==> src/hdl/bmt_pkg.sv <==
`timescale 1ns / 1ps
// ----------------------------------------------------------------------------
// bmt_pkg
// shared types, sizes and codes for the bounded multimap table
// ----------------------------------------------------------------------------
package bmt_pkg;

    localparam int KEY_SLOTS      = 16;
    localparam int VALUES_PER_KEY = 8;
    localparam int DATA_WIDTH     = 32;

    localparam int SW = (KEY_SLOTS > 1) ? $clog2(KEY_SLOTS) : 1;
    localparam int CW = $clog2(KEY_SLOTS + 1);
    localparam int JW = (VALUES_PER_KEY > 1) ? $clog2(VALUES_PER_KEY) : 1;
    localparam int LW = $clog2(VALUES_PER_KEY + 1);
    localparam int VDEPTH = KEY_SLOTS * VALUES_PER_KEY;
    localparam int AW = (VDEPTH > 1) ? $clog2(VDEPTH) : 1;
    localparam int PW = $clog2(VDEPTH + 1);

    typedef enum logic [1:0] {
        OP_ADD    = 2'd0,
        OP_REMOVE = 2'd1,
        OP_LOOKUP = 2'd2,
        OP_NONE   = 2'd3
    } t_op;

    typedef enum logic [1:0] {
        ST_OK        = 2'd0,
        ST_NOT_FOUND = 2'd1,
        ST_FULL      = 2'd2
    } t_status;

    typedef enum logic [3:0] {
        S_IDLE,
        S_SCAN,
        S_DISPATCH,
        S_RM_RD,
        S_RM_CMP,
        S_MV_RD,
        S_MV_WR,
        S_RM_FINISH,
        S_LK_RD,
        S_LK_OUT,
        S_EMIT
    } t_state;

    typedef struct packed {
        logic    load;
        logic    scan_next;
        logic    hit;
        logic    add_exec;
        logic    j_clr;
        logic    j_inc;
        logic    ram_rd;
        logic    ram_rd_next;
        logic    mv_wr;
        logic    rm_finish;
        logic    out_load;
        logic    out_use_data;
        t_status out_status;
        logic    out_last;
    } t_dp_cmd;

    typedef struct packed {
        t_op  op;
        logic scan_end;
        logic key_match;
        logic hit;
        logic add_full;
        logic j_at_end;
        logic next_at_end;
        logic val_match;
        logic j_is_last;
        logic out_free;
    } t_dp_stat;

endpackage

==> src/hdl/bmt_ctrl.sv <==
`timescale 1ns / 1ps
// ----------------------------------------------------------------------------
// bmt_ctrl
// command sequencer for scan, add, remove and lookup
// ----------------------------------------------------------------------------
module bmt_ctrl (
    input  logic              i_clk,
    input  logic              i_rst_n,
    input  logic              i_in_valid,
    output logic              o_in_stall,
    input  bmt_pkg::t_dp_stat i_stat,
    output bmt_pkg::t_dp_cmd  o_ctl
);
    import bmt_pkg::*;

    t_state  r_state, n_state;
    t_status r_kind, n_kind;

    always_ff @(posedge i_clk) begin
        if (!i_rst_n) begin
            r_state <= S_IDLE;
            r_kind  <= ST_OK;
        end else begin
            r_state <= n_state;
            r_kind  <= n_kind;
        end
    end

    always_comb begin
        n_state          = r_state;
        n_kind           = r_kind;
        o_ctl            = '0;
        o_ctl.out_status = ST_OK;
        o_in_stall       = (r_state != S_IDLE);
        unique case (r_state)
            S_IDLE: begin
                if (i_in_valid) begin
                    o_ctl.load = 1'b1;
                    n_state    = S_SCAN;
                end
            end
            S_SCAN: begin
                if (i_stat.scan_end) begin
                    n_state = S_DISPATCH;
                end else if (i_stat.key_match) begin
                    o_ctl.hit = 1'b1;
                    n_state   = S_DISPATCH;
                end else begin
                    o_ctl.scan_next = 1'b1;
                end
            end
            S_DISPATCH: begin
                o_ctl.j_clr = 1'b1;
                n_state     = S_EMIT;
                n_kind      = ST_NOT_FOUND;
                unique case (i_stat.op)
                    OP_ADD: begin
                        if (i_stat.add_full) begin
                            n_kind = ST_FULL;
                        end else begin
                            o_ctl.add_exec = 1'b1;
                            n_kind         = ST_OK;
                        end
                    end
                    OP_REMOVE: begin
                        if (i_stat.hit) begin
                            n_state = S_RM_RD;
                        end
                    end
                    OP_LOOKUP: begin
                        if (i_stat.hit) begin
                            n_state = S_LK_RD;
                        end
                    end
                    default: begin
                    end
                endcase
            end
            S_RM_RD: begin
                if (i_stat.j_at_end) begin
                    n_kind  = ST_NOT_FOUND;
                    n_state = S_EMIT;
                end else begin
                    o_ctl.ram_rd = 1'b1;
                    n_state      = S_RM_CMP;
                end
            end
            S_RM_CMP: begin
                if (i_stat.val_match) begin
                    n_state = S_MV_RD;
                end else begin
                    o_ctl.j_inc = 1'b1;
                    n_state     = S_RM_RD;
                end
            end
            S_MV_RD: begin
                if (i_stat.next_at_end) begin
                    n_state = S_RM_FINISH;
                end else begin
                    o_ctl.ram_rd_next = 1'b1;
                    n_state           = S_MV_WR;
                end
            end
            S_MV_WR: begin
                o_ctl.mv_wr = 1'b1;
                o_ctl.j_inc = 1'b1;
                n_state     = S_MV_RD;
            end
            S_RM_FINISH: begin
                o_ctl.rm_finish = 1'b1;
                n_kind          = ST_OK;
                n_state         = S_EMIT;
            end
            S_LK_RD: begin
                if (i_stat.j_at_end) begin
                    n_kind  = ST_NOT_FOUND;
                    n_state = S_EMIT;
                end else begin
                    o_ctl.ram_rd = 1'b1;
                    n_state      = S_LK_OUT;
                end
            end
            S_LK_OUT: begin
                if (i_stat.out_free) begin
                    o_ctl.out_load     = 1'b1;
                    o_ctl.out_use_data = 1'b1;
                    o_ctl.out_status   = ST_OK;
                    o_ctl.out_last     = i_stat.j_is_last;
                    if (i_stat.j_is_last) begin
                        n_state = S_IDLE;
                    end else begin
                        o_ctl.j_inc = 1'b1;
                        n_state     = S_LK_RD;
                    end
                end
            end
            S_EMIT: begin
                if (i_stat.out_free) begin
                    o_ctl.out_load   = 1'b1;
                    o_ctl.out_status = r_kind;
                    o_ctl.out_last   = 1'b1;
                    n_state          = S_IDLE;
                end
            end
            default: begin
                n_state = S_IDLE;
            end
        endcase
    end

endmodule

==> config.mk <==
export PLATFORM = sky130hd
export DESIGN_NAME = bmt_ctrl
export DESIGN_NICKNAME = d
export VERILOG_FILES = /design/src/hdl/bmt_pkg.sv /design/src/hdl/bmt_ctrl.sv
export SDC_FILE = /design/constraint.sdc
export NUM_CORES = 1
export LEC_CHECK = 0
export BUFFER_PORTS_ARGS = -buffer_cell sky130_fd_sc_hd__buf_2
export CAP_MARGIN = 25
export CORE_MARGIN = 2
export CORE_UTILIZATION = 40
export DETAILED_ROUTE_END_ITERATION = 16
export HOLD_SLACK_MARGIN = 0.15
export PLACE_DENSITY = 0.71
export SYNTH_ARGS = -nofsm -noshare
export SYNTH_HDL_FRONTEND = slang
export SYNTH_SLANG_ARGS = --single-unit
==> constraint.sdc <==
create_clock -name i_clk -period 1.49 [get_ports i_clk]
set_input_delay 0.0745 -clock i_clk [delete_from_list [all_inputs] [get_ports i_clk]]
set_output_delay 0.0745 -clock i_clk [all_outputs]
set_load 0.01 [all_outputs]
Yosys cells after proc, flatten, opt, wreduce, memory -nomap -nowiden
Index checks and enable logic that the tools add are counted.

word-level totals
  flip-flop bits (word level) = 6
  memories = 0
  memory bits (read-only) = 0
  input bits = 14
  bits in latches = 0
  output and inout bits = 16
  bits in writable memories = 0

operators by class
  bitwise operators = 0
  reduce and logical (&&, ||, !) cells = 7
  divide/modulo/power cells = 0
  multipliers = 0
  order comparisons = 0
  equality and inequality tests = 17
  muxes and demuxes = 43
  add/subtract/negate cells = 0
  shifts and indexed selects = 0

operator list
  cell                number
  $pmux 4 s11         1
  $mux 4              8
  $mux 1              18
  $eq 4x3->1 const B  4
  $mux 2              8
  $eq 4x4->1 const B  3
  $eq 4x2->1 const B  2
  $pmux 4 s2          1
  $mux 3              2
  $ne 2x2->1 const B  3
  $pmux 2 s3          1
  $pmux 3 s2          1
  $mux 5              1
  $eq 4x1->1 const B  1
  $logic_not 4->1     1
  $reduce_and 4->1    1
  $reduce_bool 4->1   1
  $ne 3x3->1 const B  1
  $pmux 1 s3          1
  $reduce_bool 3->1   1
  $eq 2x1->1 const B  1
  $eq 2x2->1 const B  1
  $logic_not 2->1     1
  $ne 2x1->1 const B  1
  3 further kinds     3

Logic depth before layout (Yosys ltp)
  depth after elaboration = 4
  gate-level depth with buffers = 7
  depth with buffers taken out = 7

Least setup slack after synthesis
OpenSTA, ideal clock, no wires.

  path type = register -> register
  start point = register r_state[2]
  end point = register r_state[3]
  stages on the path, launching flop included = 7
  path buffers = 1
  path slack = 0.014 ns
  clock period less this slack = 1.476 ns
  data arrival time = 1.354 ns
  cell sequence = dfxtp_1 buf_6 or4_4 nor2_2 a211oi_2 a21bo_1 a21oi_1

between the ends
  word-level cells in the longest chain between the ends = 3
  elaborated cells between the ends (all ways) = 17
  those cells by class = eq/ne (14); mux (1); reduce/logical (2)

ends and longest elaborated chain
  what                                                RTL line        RTL
  start, declared                                     bmt_ctrl.sv:16  t_state r_state, n_state;
  start signal, assigned                              bmt_ctrl.sv:24  r_state <= n_state;
  $eq 4x1->1 (tied with other cells)                  bmt_ctrl.sv:35  unique case (r_state)
  $ne 3x3->1 (no line) or $ne 2x2->1 (tied branches)  n/a
  $reduce_and 4->1 (no line)                          n/a

Several ways; a longest one is shown, not always the timed one.
A chain may end at the register's enable or synchronous reset.

==> qor.txt <==
Port buffer count: 29
Slowest CP cell: or4_4
Chip height: 46.15 um
Max rail drop VDD: 0.0004536 V
Reg2Reg Setup Slack: 0.07 ns
Run status: finished clean
Largest net degree at the start of global routing: 15
Post-synth top area share: 16.90%
Metal2 WL: 1.046 mm
Worst Skew: 0.005782 ns
Critical Path End Type: output pin
Deepest clock path buffer count: 2
Worst-Margin Slew: 0.3093 ns
CP startpoint kind: flop
Critical path required time: 1.42 ns
Crit Path Max Fanout: 8
Final net count: 156
Sequential cell area fraction in the yosys report: 16.90%
Crit-path cells: or4_4 -> nor2_1 -> buf_2
Die area: 0.002130 mm2
Top-Level Pins: 30
TritonCTS clock tree: built
Total wire length: 2.251 mm
Number of flops mapped to enable cells by yosys: 0
Area taken by multi-input logic gates: 576.8 um2
Antenna violations before repair: 0
Rows: 15
Initial DRC count: 36
GP Congestion: 0.8678
Antenna viol nets, final: 0
Synth async-reset ratio: 0%
Yosys top cell by area: dfxtp_1
Setup ws final: 0.04351 ns
Detailed-route wire length per cell: 14.62 um
# Post-CTS Setup Buffers: 0
Final Hold Fails: 0
Post-synthesis cell area: 710.7 um2
Core footprint: 0.001689 mm2
Synth area leaders: dfxtp_1, nor2_1, ha_1
Synth-to-Final Area Change: 45.25%
Max Freq: 691.3 MHz
Placed Area: 910.9 um2
First-pass iteration count of the detailed router: 4
Post-synth cell types: 39
Via Count: 893
Register area: 130.1 um2
TritonCTS Sinks: 6
Fill cells: 159
Global-route wire length before repair: 3.594 mm
Clock Tree Root: clkbuf_4
Slew HR: 79.29%
Top layer reached by signal wires: met4
Drt drc: 0
Pleak: 0.4898 nW
Ys Warns: 0
Synth Register Bits: 6
Vias in the first global route: 803
GRT overflow: 0
Finished layout cell area: 0.001032 mm2
CP Class: flop to output pin
Fraction of layout cells with a size suffix above 1: 45.99%
Hold slack: 0.2083 ns
Register clock-pin slew on the reported worst setup and hold paths: 0.05 ns
Clock Latency Late Sink: 0.25 ns
Setup_tns: 0 ns
Average cell area after synthesis: 7.107 um2
Total CTS buffers: 3
Most frequent cell after synthesis: nor2_1
Number of H-tree levels: 1
WL met1: 958 um
Minimum clock period: 1.446 ns
WP buf/inv: 1
Initial Util: 42.07%
Max cap viols: 0
Worst Hold Class: input pin to flop
Syn Inst Count: 100
Crit path max-delay family: simple AND/OR/NAND/NOR gates
Top cells by count, synth: nor2_1, inv_1, a21oi_1, dfxtp_1
Global-route total usage across every layer: 22.91%
Die Wd: 46.15 um
RSZ-0062 raised after global routing: yes
Via density: 5.799
Final Max Slew Viols: 0
Antenna cells: 0
Pre-CTS WS: -0.08469 ns
Met3 WL: 186 um
Net Count, Synth: 117
Tcrit/Tclk final: 97.08%
Endpoints failing setup: 0
Biggest cell delay along the critical path: 0.53 ns
Ys flop type: dfxtp_1
Data arrival, critical path: 1.37 ns
DP HPWL: 1.678 mm
Pwr per Cell Area: 1090 mW/mm2
## registers in the layout (all words and copies together), names as in the netlist
| name | count |
|---|---|
| r_kind | 2 |
| r_state | 4 |
## routing by layer
layer | vias to the layer above | GRT usage [%]
met5 | - | 0
met4 | 0 | 10.29
met3 | 7 | 4.314
met2 | 52 | 37.50
met1 | 400 | 28.74
li1 | 434 | -
## worst min-delay path: cells and delay by family
family | cells | cell delay (ns)
buffers and inverters | 1 | 0.14
AO/OA/AOI/OAI | 2 | 0.13
AND/OR/NAND/NOR | 1 | 0.08
## final timing paths
| check | to | cells past startpoint | startpoint |
|---|---|---|---|
| setup / recovery | o_ctl[14] | 3 | r_state[3] |
| hold reg to reg | r_kind[1] | 2 | r_kind[1] |
| hold / removal | r_state[3] | 4 | i_stat[0] |
| setup reg to reg | r_state[3] | 5 | r_state[3] |
## layout by cell type (no fill, tap or decap), drive strengths merged, types with 2 or more instances in the layout
master	synthesis	routed
nand2b	5	5
nand3	2	2
a211oi	3	3
ha	3	3
mux2i	2	2
nor3	5	5
and3b	2	2
o21bai	2	2
a21oi	6	6
nor3b	3	3
buf	4	38
a31oi	2	2
clkbuf	2	3
dlygate4sd3	0	2
nand2	5	5
inv	10	10
and3	3	3
dfxtp	6	6
nor2b	3	3
nor2	12	12
o21ai	6	6
## kinds of logic (layout without fill, tap and decap cells)
| group | Yosys count | count (layout) | synth area share [%] |
|---|---|---|---|
| AOI/OAI and AO/OA | 29 | 29 | 29.05 |
| adders and majority gates | 3 | 3 | 5.282 |
| buffers and inverters | 16 | 53 | 10.04 |
| DFF | 6 | 6 | 16.90 |
| muxes | 2 | 2 | 2.817 |
| and+or+nand+nor | 44 | 44 | 35.92 |
## area by class of cell
| type | count | share of cell area [%] |
|---|---|---|
| repair buffers | 40 | 23.64 |
| well taps | 17 | 2.061 |
| clock buffers | 3 | 2.182 |
| inverters | 10 | 3.636 |
| multi-input cells | 78 | 55.88 |
| flip-flops and latches | 6 | 12.61 |
## metrics by stage
| step | util (%) | total power [mW] | std cells |
|---|---|---|---|
| 3_3_place_gp | 53.93 | 0.8703 | 149 |
| 6_report | 61.11 | 1.125 | 154 |
| 2_1_floorplan | - | 0.6406 | 100 |
| 5_1_grt | 61.11 | 1.195 | 154 |
| 4_1_cts | 58.07 | 1.058 | 154 |
| 3_5_place_dp | 53.93 | 0.8733 | 149 |
## timing repair
action | CTS | global route
gates resized for setup | 10 | 14
setup endpoints to repair | 9 | 7
hold buffers | 2 | 0
endpoints found under the hold margin | 2 | 0
pin swaps | 0 | 1
gates cloned | 0 | 0
## where the power goes
group | switching, mW | total (mW) | leakage [nW] | internal, mW
registers | 0.0599 | 0.261 | 0.0512 | 0.201
clock network | 0.0694 | 0.161 | 0.0138 | 0.0919
logic | 0.368 | 0.703 | 0.425 | 0.335
No activity file was read; power rests on OpenSTA's default activity.
